[src/rtl/assert_macros.svh]
// Assertion macros used by the RTL
`ifndef ASSERT_MACROS_SVH
`define ASSERT_MACROS_SVH

`ifndef SYNTHESIS

`define RDD_ASSERT_SAME(label, clk, rst_n, ante, cons, msg) \
    label: assert property (@(posedge clk) disable iff (!rst_n) (ante) |-> (cons)) \
        else $error(msg);

`define RDD_ASSERT_NEXT(label, clk, rst_n, ante, cons, msg) \
    label: assert property (@(posedge clk) disable iff (!rst_n) (ante) |=> (cons)) \
        else $error(msg);

`else

`define RDD_ASSERT_SAME(label, clk, rst_n, ante, cons, msg)

`define RDD_ASSERT_NEXT(label, clk, rst_n, ante, cons, msg)

`endif

`endif

[src/rtl/rdd_pkg.sv]
`timescale 1ns / 1ps
`default_nettype none

package rdd_pkg;

    localparam int PROCESSES_DEF  = 8;
    localparam int RESOURCES_DEF  = 4;
    localparam int COUNT_BITS_DEF = 8;

    localparam int ACTION_W = 2;
    localparam int PROC_W   = 3;
    localparam int RES_W    = 2;
    localparam int FIELD_W  = 8;
    localparam int MASK_W   = 8;

    localparam logic [ACTION_W-1:0] ACT_ENTRY = 2'd0;
    localparam logic [ACTION_W-1:0] ACT_FREE  = 2'd1;
    localparam logic [ACTION_W-1:0] ACT_CHECK = 2'd2;

    typedef struct packed {
        logic init;
        logic step;
        logic load_out;
    } rdd_cmd_t;

    typedef struct packed {
        logic last;
        logic more;
        logic out_free;
    } rdd_stat_t;

endpackage

`default_nettype wire

[src/rtl/resource_deadlock_detector.sv]
// Channel   Dir  Fields (lowest bit first)
// s_axis    in   tuser: action; tdata: process, resource, held, wanted, free_count
// m_axis    out  tdata: deadlock, stuck_mask
//
// Load transactions are accepted back to back while no check is in progress.
// A check scans the processes in passes; passes is 1 to PROCESSES + 1, with
// the scan counter walking one process per cycle through the shared compare/add unit.
// Input is stalled from a check's acceptance until its result enters the output register.
// A full output register holds the next check in its final state, with input still stalled.
// Reset clears all count stores, the finished flags and the output valid.
`timescale 1ns / 1ps
`default_nettype none
`include "assert_macros.svh"

module resource_deadlock_detector #(
    parameter int PROCESSES  = rdd_pkg::PROCESSES_DEF,
    parameter int RESOURCES  = rdd_pkg::RESOURCES_DEF,
    parameter int COUNT_BITS = rdd_pkg::COUNT_BITS_DEF
) (
    input  wire logic        clk,
    input  wire logic        rst_n,
    input  wire logic        s_axis_tvalid,
    output logic             s_axis_tready,
    input  wire logic [31:0] s_axis_tdata,  // process, resource, held, wanted, free_count
    input  wire logic [1:0]  s_axis_tuser,  // action
    output logic             m_axis_tvalid,
    input  wire logic        m_axis_tready,
    output logic      [15:0] m_axis_tdata   // deadlock, stuck_mask
);
    import rdd_pkg::*;

    localparam int PW        = (PROCESSES > 1) ? $clog2(PROCESSES) : 1;
    localparam int WORK_BITS = COUNT_BITS + $clog2(PROCESSES + 1);

    logic [ACTION_W-1:0] action;
    logic [PROC_W-1:0]   process;
    logic [RES_W-1:0]    resource;
    logic [FIELD_W-1:0]  held;
    logic [FIELD_W-1:0]  wanted;
    logic [FIELD_W-1:0]  free_count;
    logic                in_fire;

    logic [COUNT_BITS-1:0] held_row   [RESOURCES];
    logic [COUNT_BITS-1:0] wanted_row [RESOURCES];
    logic [COUNT_BITS-1:0] free_row   [RESOURCES];
    logic [PW-1:0]         rd_ptr;

    rdd_cmd_t          cmd;
    rdd_stat_t         stat;
    logic              deadlock;
    logic [MASK_W-1:0] stuck_mask;

    assign action     = s_axis_tuser;
    assign process    = s_axis_tdata[2:0];
    assign resource   = s_axis_tdata[4:3];
    assign held       = s_axis_tdata[12:5];
    assign wanted     = s_axis_tdata[20:13];
    assign free_count = s_axis_tdata[28:21];
    assign in_fire    = s_axis_tvalid && s_axis_tready;

    assign m_axis_tdata = {7'd0, stuck_mask, deadlock};

    rdd_store #(
        .PROCESSES  (PROCESSES),
        .RESOURCES  (RESOURCES),
        .COUNT_BITS (COUNT_BITS),
        .PW         (PW)
    ) u_store (
        .clk        (clk),
        .rst_n      (rst_n),
        .wr_en      (in_fire),
        .action     (action),
        .process    (process),
        .resource   (resource),
        .held       (held),
        .wanted     (wanted),
        .free_count (free_count),
        .rd_ptr     (rd_ptr),
        .held_row   (held_row),
        .wanted_row (wanted_row),
        .free_row   (free_row)
    );

    rdd_datapath #(
        .PROCESSES  (PROCESSES),
        .RESOURCES  (RESOURCES),
        .COUNT_BITS (COUNT_BITS),
        .PW         (PW),
        .WORK_BITS  (WORK_BITS)
    ) u_datapath (
        .clk        (clk),
        .rst_n      (rst_n),
        .cmd        (cmd),
        .stat       (stat),
        .held_row   (held_row),
        .wanted_row (wanted_row),
        .free_row   (free_row),
        .rd_ptr     (rd_ptr),
        .out_valid  (m_axis_tvalid),
        .out_ready  (m_axis_tready),
        .deadlock   (deadlock),
        .stuck_mask (stuck_mask)
    );

    rdd_ctrl u_ctrl (
        .clk      (clk),
        .rst_n    (rst_n),
        .in_valid (s_axis_tvalid),
        .in_check (action == ACT_CHECK),
        .in_ready (s_axis_tready),
        .stat     (stat),
        .cmd      (cmd)
    );

    `RDD_ASSERT_NEXT(a_busy_after_check, clk, rst_n, in_fire && (action == ACT_CHECK),
        !s_axis_tready, "input not stalled after check")
    `RDD_ASSERT_SAME(a_no_overwrite, clk, rst_n, cmd.load_out, stat.out_free,
        "pending result overwritten")
    `RDD_ASSERT_SAME(a_mask_implies_dead, clk, rst_n,
        m_axis_tvalid && (m_axis_tdata[8:1] != 8'd0), m_axis_tdata[0],
        "stuck process without deadlock")

endmodule

`default_nettype wire

[src/rtl/rdd_store.sv]
`timescale 1ns / 1ps
`default_nettype none

module rdd_store #(
    parameter int PROCESSES  = 8,
    parameter int RESOURCES  = 4,
    parameter int COUNT_BITS = 8,
    parameter int PW         = 3
) (
    input  wire logic                         clk,
    input  wire logic                         rst_n,
    input  wire logic                         wr_en,
    input  wire logic [rdd_pkg::ACTION_W-1:0] action,
    input  wire logic [rdd_pkg::PROC_W-1:0]   process,
    input  wire logic [rdd_pkg::RES_W-1:0]    resource,
    input  wire logic [rdd_pkg::FIELD_W-1:0]  held,
    input  wire logic [rdd_pkg::FIELD_W-1:0]  wanted,
    input  wire logic [rdd_pkg::FIELD_W-1:0]  free_count,
    input  wire logic [PW-1:0]                rd_ptr,
    output logic      [COUNT_BITS-1:0]        held_row   [RESOURCES],
    output logic      [COUNT_BITS-1:0]        wanted_row [RESOURCES],
    output logic      [COUNT_BITS-1:0]        free_row   [RESOURCES]
);
    import rdd_pkg::*;

    localparam int RW = (RESOURCES > 1) ? $clog2(RESOURCES) : 1;

    logic [COUNT_BITS-1:0] held_reg   [PROCESSES][RESOURCES];
    logic [COUNT_BITS-1:0] wanted_reg [PROCESSES][RESOURCES];
    logic [COUNT_BITS-1:0] free_reg   [RESOURCES];

    logic proc_ok;
    logic res_ok;
    logic entry_we;
    logic free_we;

    assign proc_ok  = 32'(process) < PROCESSES;
    assign res_ok   = 32'(resource) < RESOURCES;
    assign entry_we = wr_en && (action == ACT_ENTRY) && proc_ok && res_ok;
    assign free_we  = wr_en && (action == ACT_FREE) && res_ok;

    always_ff @(posedge clk or negedge rst_n)
    begin
        if (!rst_n)
        begin
            for (int p = 0; p < PROCESSES; p++)
            begin
                for (int r = 0; r < RESOURCES; r++)
                begin
                    held_reg[p][r]   <= '0;
                    wanted_reg[p][r] <= '0;
                end
            end
            for (int r = 0; r < RESOURCES; r++)
            begin
                free_reg[r] <= '0;
            end
        end
        else
        begin
            if (entry_we)
            begin
                held_reg[PW'(process)][RW'(resource)]   <= COUNT_BITS'(held);
                wanted_reg[PW'(process)][RW'(resource)] <= COUNT_BITS'(wanted);
            end
            if (free_we)
            begin
                free_reg[RW'(resource)] <= COUNT_BITS'(free_count);
            end
        end
    end

    always_comb
    begin
        for (int r = 0; r < RESOURCES; r++)
        begin
            held_row[r]   = held_reg[rd_ptr][r];
            wanted_row[r] = wanted_reg[rd_ptr][r];
            free_row[r]   = free_reg[r];
        end
    end

endmodule

`default_nettype wire

[src/rtl/rdd_datapath.sv]
`timescale 1ns / 1ps
`default_nettype none

module rdd_datapath #(
    parameter int PROCESSES  = 8,
    parameter int RESOURCES  = 4,
    parameter int COUNT_BITS = 8,
    parameter int PW         = 3,
    parameter int WORK_BITS  = 12
) (
    input  wire logic                        clk,
    input  wire logic                        rst_n,
    input  wire rdd_pkg::rdd_cmd_t           cmd,
    output rdd_pkg::rdd_stat_t               stat,
    input  wire logic [COUNT_BITS-1:0]       held_row   [RESOURCES],
    input  wire logic [COUNT_BITS-1:0]       wanted_row [RESOURCES],
    input  wire logic [COUNT_BITS-1:0]       free_row   [RESOURCES],
    output logic      [PW-1:0]               rd_ptr,
    output logic                             out_valid,
    input  wire logic                        out_ready,
    output logic                             deadlock,
    output logic      [rdd_pkg::MASK_W-1:0]  stuck_mask
);
    import rdd_pkg::*;

    logic [WORK_BITS-1:0] work_reg [RESOURCES];
    logic [PROCESSES-1:0] finished_reg;
    logic [PW-1:0]        ptr_reg;
    logic                 progress_reg;
    logic                 out_valid_reg;
    logic                 deadlock_reg;
    logic [MASK_W-1:0]    mask_reg;

    logic                 fits;
    logic                 fire;
    logic                 last;
    logic [PROCESSES-1:0] unfinished;

    always_comb
    begin
        fits = 1'b1;
        for (int r = 0; r < RESOURCES; r++)
        begin
            if (WORK_BITS'(wanted_row[r]) > work_reg[r])
            begin
                fits = 1'b0;
            end
        end
    end

    assign fire       = !finished_reg[ptr_reg] && fits;
    assign last       = ptr_reg == PW'(PROCESSES - 1);
    assign unfinished = ~finished_reg;

    assign stat.last     = last;
    assign stat.more     = progress_reg || fire;
    assign stat.out_free = !out_valid_reg || out_ready;

    assign rd_ptr     = ptr_reg;
    assign out_valid  = out_valid_reg;
    assign deadlock   = deadlock_reg;
    assign stuck_mask = mask_reg;

    always_ff @(posedge clk or negedge rst_n)
    begin
        if (!rst_n)
        begin
            finished_reg  <= '0;
            ptr_reg       <= '0;
            progress_reg  <= 1'b0;
            out_valid_reg <= 1'b0;
        end
        else
        begin
            if (cmd.init)
            begin
                finished_reg <= '0;
                ptr_reg      <= '0;
                progress_reg <= 1'b0;
            end
            else if (cmd.step)
            begin
                if (fire)
                begin
                    finished_reg[ptr_reg] <= 1'b1;
                end
                if (last)
                begin
                    ptr_reg      <= '0;
                    progress_reg <= 1'b0;
                end
                else
                begin
                    ptr_reg      <= ptr_reg + PW'(1);
                    progress_reg <= progress_reg || fire;
                end
            end
            if (cmd.load_out)
            begin
                out_valid_reg <= 1'b1;
            end
            else if (out_ready)
            begin
                out_valid_reg <= 1'b0;
            end
        end
    end

    always_ff @(posedge clk)
    begin
        for (int r = 0; r < RESOURCES; r++)
        begin
            if (cmd.init)
            begin
                work_reg[r] <= WORK_BITS'(free_row[r]);
            end
            else if (cmd.step && fire)
            begin
                work_reg[r] <= work_reg[r] + WORK_BITS'(held_row[r]);
            end
        end
        if (cmd.load_out)
        begin
            deadlock_reg <= |unfinished;
            mask_reg     <= MASK_W'(unfinished);
        end
    end

endmodule

`default_nettype wire

[src/rtl/rdd_ctrl.sv]
`timescale 1ns / 1ps
`default_nettype none

module rdd_ctrl (
    input  wire logic               clk,
    input  wire logic               rst_n,
    input  wire logic               in_valid,
    input  wire logic               in_check,
    output logic                    in_ready,
    input  wire rdd_pkg::rdd_stat_t stat,
    output rdd_pkg::rdd_cmd_t       cmd
);
    import rdd_pkg::*;

    typedef enum logic [2:0] {
        ST_IDLE = 3'b001,
        ST_SCAN = 3'b010,
        ST_DONE = 3'b100
    } state_t;

    state_t state_reg;
    state_t state_next;

    assign in_ready     = state_reg == ST_IDLE;
    assign cmd.init     = in_ready && in_valid && in_check;
    assign cmd.step     = state_reg == ST_SCAN;
    assign cmd.load_out = (state_reg == ST_DONE) && stat.out_free;

    always_comb
    begin
        state_next = state_reg;
        case (state_reg)
            ST_IDLE:
            begin
                if (cmd.init)
                begin
                    state_next = ST_SCAN;
                end
            end
            ST_SCAN:
            begin
                if (stat.last && !stat.more)
                begin
                    state_next = ST_DONE;
                end
            end
            ST_DONE:
            begin
                if (stat.out_free)
                begin
                    state_next = ST_IDLE;
                end
            end
            default:
            begin
                state_next = ST_IDLE;
            end
        endcase
    end

    always_ff @(posedge clk or negedge rst_n)
    begin
        if (!rst_n)
        begin
            state_reg <= ST_IDLE;
        end
        else
        begin
            state_reg <= state_next;
        end
    end

endmodule

`default_nettype wire

[config.mk]
export PLATFORM = sky130hd
export DESIGN_NAME = resource_deadlock_detector
export DESIGN_NICKNAME = d
export VERILOG_FILES = /design/src/rtl/rdd_pkg.sv /design/src/rtl/resource_deadlock_detector.sv /design/src/rtl/rdd_store.sv /design/src/rtl/rdd_datapath.sv /design/src/rtl/rdd_ctrl.sv
export VERILOG_INCLUDE_DIRS = /design/src /design/src/rtl
export SDC_FILE = /design/constraint.sdc
export NUM_CORES = 1
export LEC_CHECK = 0
export ABC_CLOCK_PERIOD_IN_PS = 4400
export BUFFER_PORTS_ARGS = -buffer_cell sky130_fd_sc_hd__buf_2
export CORE_ASPECT_RATIO = 1.2
export CORE_MARGIN = 4
export CORE_UTILIZATION = 45
export DETAILED_ROUTE_END_ITERATION = 16
export GPL_ROUTABILITY_DRIVEN = 0
export MAX_ROUTING_LAYER = met4
export SLEW_MARGIN = 10
export SYNTH_ARGS = -nofsm -noshare
export SYNTH_HDL_FRONTEND = slang
export SYNTH_HIERARCHICAL = 1
export SYNTH_SLANG_ARGS = --single-unit
export TNS_END_PERCENT = 5
[constraint.sdc]
create_clock -name clk -period 4.4 [get_ports clk]
set_input_delay 0.44 -clock clk [delete_from_list [all_inputs] [get_ports clk]]
set_output_delay 0.44 -clock clk [all_outputs]
set_load 0.05 [all_outputs]
# After elaboration in Yosys (flattened, before gate mapping)
# Memories as Yosys holds them, arrays and structs flattened.
# Cells that the tools add are included.
# totals
ff_bits	569
ram_bits	48
output_inout_bits	18
n_memories	1
# op_classes
add_sub_neg	5
n_lt_le_gt_ge	11
eq_ne	9
n_mux	45
n_bitwise	9
reduce_logical	23
# memory_table
memory	words	word_bits	read_ports	rd_ports_with_merged_regs	write_ports	line_no	source
u_datapath.work_reg	4	12	4	0	4	rdd_datapath.sv:26	logic [WORK_BITS-1:0] work_reg [RESOURCES];
# op_table
cell	count
bitwise mux 256 bit	2
binary-select mux 32 bit (select 3 bit)	2
two-way mux 32 bit	5
demux 32 bit (select 3 bit)	1
adder 12 x 8 -> 12 bit	4
> comparator 8 x 12 -> 1 bit	4
two-way mux 12 bit	4
bitwise mux 32 bit	1
two-way mux 8 bit	4
two-way mux 3 bit	6
demux 8 bit (select 2 bit)	1
two-way mux 1 bit	16
logical AND 1 bit	11
case mux 3 bit (3 select lines)	1
>= comparator 4 bit, second input constant	2
inverter 3 -> 4 bit	2
inverter 8 bit	1
bitwise OR 8 bit	1
OR reduction 8 bit	1
== test 3 bit, second input constant	2
nonzero test 2 bit	3
< comparator 3 x 4 -> 1 bit, second input constant	1
< comparator 4 x 1 -> 1 bit, second input constant	1
!= test 2 x 1 -> 1 bit, second input constant	2
other kinds (18)	24

# Depth between registers and ports, before layout
# logic_depth
depth_word	15
mapped_depth	15
mapped_depth_nobuf	13

# Modules after synthesis
# Netlist, hierarchy kept.
# by_module_without_submodules
module	instances	cells_each	area_each_um2
rdd_store	1	1459	24459.7
rdd_datapath	1	516	5460.2
rdd_ctrl	1	17	176.4
resource_deadlock_detector	1	11	83.8

# Worst setup path after synthesis
# Ideal clock, no wire load.
# synth_timing
path_type	register to register
start	register u_datapath.ptr_reg[0], in the netlist u_datapath/rd_ptr[0]
end	memory u_datapath.work_reg[0][0], enable pin
setup_ns	0.407
t_arrival_ns	4.304
required_ns	3.993
path_slack_ns	-0.311
stages_incl_launch_ff	12
cell_sequence	dfrtp_1 clkbuf_1 buf_2 mux4_2 mux2_2 ha_1 nor2b_1 o211ai_1 a21oi_1 o31ai_1 nand4_2 or2b_1
# synth_lines
item	line_no	source
start, declared	rdd_datapath.sv:28	logic [PW-1:0] ptr_reg;
start signal, assigned	rdd_datapath.sv:94	ptr_reg <= ptr_reg + PW'(1);
end, declared	rdd_datapath.sv:26	

==> metrics.log <==
INFO  metric drv.max_cap_violation_count = 0
INFO  metric p_per_area = 412.3 nW/um^2
INFO  metric ir_drop = 0.2624 mV
INFO  metric design.die.area = 71290 sq um
INFO  metric num_vias = 16820
INFO  metric outcome = finished clean
INFO  metric seq_area_frac_synth = 0.5211
INFO  metric area_delta_synth_final = 11.55%
INFO  metric synth_compound_gate_area_share = 0.02396
INFO  metric met3WireLength = 2726 microns
INFO  metric hold_start = m_axis_tready
INFO  metric core_area = 66110 sq um
INFO  metric die_height = 291.7 microns
INFO  metric sequential_cell_area = 15740 sq um
INFO  metric post-route-period-util = 0.9192
INFO  metric number_of_top_level_pins = 56
INFO  metric final.fill_count = 5534
INFO  metric yosysTopAreaCell = dfrtp_1
INFO  metric initial_antenna_violation_count = 9
INFO  metric mostFrequentLayoutCells = 608 x mux2_2, 556 x dfrtp_1, 130 x mux4_2
INFO  metric num-nets-final = 2135
INFO  metric clkLatencyLatePin = 0.60 ns
INFO  metric drtAntennaViolNets = 0
INFO  metric starting_density_of_the_core = 0.4565
INFO  metric synthArstFlopShare = 0.9076
INFO  metric crit_path_max_fanout = 21
INFO  metric portBuffers = 45
INFO  metric most_frequent_standard_cell_in_the_layout_excluding_fill_and_tap_cells = mux2_2
INFO  metric syn_area = 30180 sq um
INFO  metric number_of_cells_traversed_by_the_worst_register_to_register_path = 13
INFO  metric cp-start-kind = register
INFO  metric post_synth_xor_xnor_area = 0.01132
INFO  metric grt-ovfl-total = 0
INFO  metric synth_adder_area_share = 0.03002
INFO  metric ys_dominant_reg_cell = dfrtp_1
INFO  metric fmaxAchievable = 0.2473 GHz
INFO  metric final-max-slew-violation-count = 0
INFO  metric cts_repair_resize_count = 0
INFO  metric clkSlewWorstSetupHoldPaths = 0.06 ns
INFO  metric multi_input_comb_area = 13470 sq um
INFO  metric drive_above_1_share = 0.4959
INFO  metric setup_tns = 0 ns
INFO  metric r2r_setup_slack = 0.36 ns
INFO  metric rsz0062_at_grt = no
INFO  metric critPathKind = register to register
INFO  metric synthesis.area_per_instance = 15.07 sq um
INFO  metric post-route-drc-count = 0
INFO  metric grt_pass1_vias = 18370
INFO  metric cp.required = 4.93 ns
INFO  metric vias_per_cell = 5.643
INFO  metric share_of_the_synthesized_area_in_the_top_cell_type = 0.4635
INFO  metric grt_use_total = 0.2108
INFO  metric ys_types = 67
INFO  metric cts.sink_count = 617
INFO  metric cts_htree_levels = 3
INFO  metric min-delay-path-class = primary input to register
INFO  metric finalSetupViolCount = 0
INFO  metric wire_length_of_the_first_global_routing_pass = 111700 microns
INFO  metric relSlewSlack = 0.3649
INFO  metric critical_path.reg2reg.startpoint = u_datapath/rd_ptr[0]
INFO  metric drt_iter0_drc = 965
INFO  metric yosysWarnings = 6
INFO  metric postSynthRegisterBits = 617
INFO  metric drt_pass1_iterations = 5
INFO  metric timing.final.hold_violations = 0
INFO  metric finalPower = 13.88 mW
INFO  metric synth_cells = 2003
INFO  metric tightestPinTransition = 0.9526 ns
INFO  metric clk_path_buf_depth = 3
INFO  metric dp_hpwl = 44020 microns
INFO  metric min_period = 4.044 ns
INFO  metric met2RoutedLength = 35650 microns
INFO  metric postCtsSetupBuffers = 0
INFO  metric placement_rows = 103
INFO  metric synth_simple_gate_area_share = 0.03860
INFO  metric post_drt_wl_per_cell = 24.07 microns
INFO  metric synth_mux_area_frac = 0.3403
INFO  metric end_kind = register
INFO  metric setup_skew_after_layout = 0.01999 ns
INFO  metric min_path_cells = 3
INFO  metric wl = 71730 microns
INFO  metric static-leakage-power = 15.70 nW
INFO  metric cts_tree = built
INFO  metric synth_enable_flop_cells = 57
INFO  metric topRoutingLayerUsed = met4
INFO  metric die-width = 244.4 microns
INFO  metric tritoncts_buffers = 68
INFO  metric maximum_number_of_pins_on_one_net_before_global_route_repair = 115
INFO  metric setup.worst_path.start = u_datapath/rd_ptr[0]
INFO  metric routedLengthMet1 = 31860 microns
INFO  metric leading_cell_types_by_total_area_after_synthesis = dfrtp_1 46%, mux2_2 23%, mux4_2 9.7%
INFO  metric critPathArrivalTime = 4.57 ns
INFO  metric synth_top_family_by_area = multiplexers
INFO  metric ctsRootBufferMaster = clkbuf_16
## critical path, stage by stage, from the launching register on
cell and delay (ns):
dfrtp_4 0.71, buf_4 0.46, mux4_2 0.56, mux2_2 0.32, ha_1 0.34, a21oi_1 0.14, o21ai_0 0.09, o21ai_0 0.17
buf_4 0.16, nand3_1 0.08, o41ai_1 0.49, nor2b_1 0.17, nor3_1 0.15, or2_1 0.12
## layer usage
metal  track usage  vias to the layer above
met1        0.2769                     9028
li1              -                     7464
met5             -                        -
met2        0.3401                      243
met3       0.03573                       82
met4       0.06292                        0
## final timing paths
kind / end
max: u_ctrl/state_reg[1]
min: u_datapath/out_valid
max reg2reg: u_ctrl/state_reg[1]
min reg2reg: u_store/held_reg[55]
max in group asynchronous: u_store/held_reg[197]
min in group asynchronous: u_store/wanted_reg[118]
## kinds of logic (layout without fill, tap and decap cells)
family / Yosys count / after routing
mux: 773 / 773
flops: 617 / 617
other cells: 1 / 16
compound gates: 118 / 118
xor+xnor: 39 / 39
fa+ha+maj: 70 / 70
simple gates: 179 / 179
buf+inv: 206 / 276
## cells in the mapped netlist (3+ instances only)
cell type	count
nor4b_4	3
and4bb_2	4
nand3_1	13
clkbuf_1	70
and3_1	3
nand4_1	9
buf_1	4
nor4_1	4
nor2b_1	22
a21oi_1	36
mux2i_1	6
inv_1	58
fa_1	4
buf_6	21
xor2_1	6
nand2b_1	5
and2_1	4
mux2_4	29
o21ai_0	28
ha_1	66
nor3b_2	3
nor2_1	30
a21o_1	12
a31oi_1	3
a211oi_1	9
mux2_2	608
o21a_1	4
o211ai_1	4
or2_2	4
o22ai_1	8
edfxtp_1	57
o21bai_1	7
buf_2	37
dfrtp_1	559
xnor2_1	33
nor3_1	5
mux4_2	130
nand2_2	28
nand2_1	18
buf_4	15
## power by group
| group | internal [mW] | switching (mW) |
|---|---|---|
| Sequential | 6.21 | 0.252 |
| Clock | 3.38 | 2.34 |
| Combinational | 0.908 | 0.782 |
## metrics by stage
stage	utilization	hold slack, ns	setup slack [ns]	cells	instance area [sq um]
after floorplan	-	0.1444	0.1527	2009	30200
after global placement	0.4745	0.4814	0.4283	2848	31370
after detailed placement	0.4745	0.4876	0.3584	2848	31370
after CTS	0.5089	0.1248	0.3054	2971	33640
after global routing	0.5092	0.1725	0.1005	2979	33660
final	0.5092	0.1664	0.3557	2980	33660
## final cells by class
class,count,share of cell area
Antenna cell,9,0.0006690
Clock buffer,100,0.06114
Clock inverter,22,0.005984
Inverter,58,0.006467
Multi-Input combinational cell,1186,0.4000
Sequential cell,617,0.4675
Tap cell,892,0.03315
Timing Repair Buffer,96,0.02512
## what timing repair did
item                       4_1_cts  5_1_grt
hold endpoints to repair        80        0
hold buffers                     1        0
setup endpoints to repair        0        0
(Power assumes the default switching activity.)
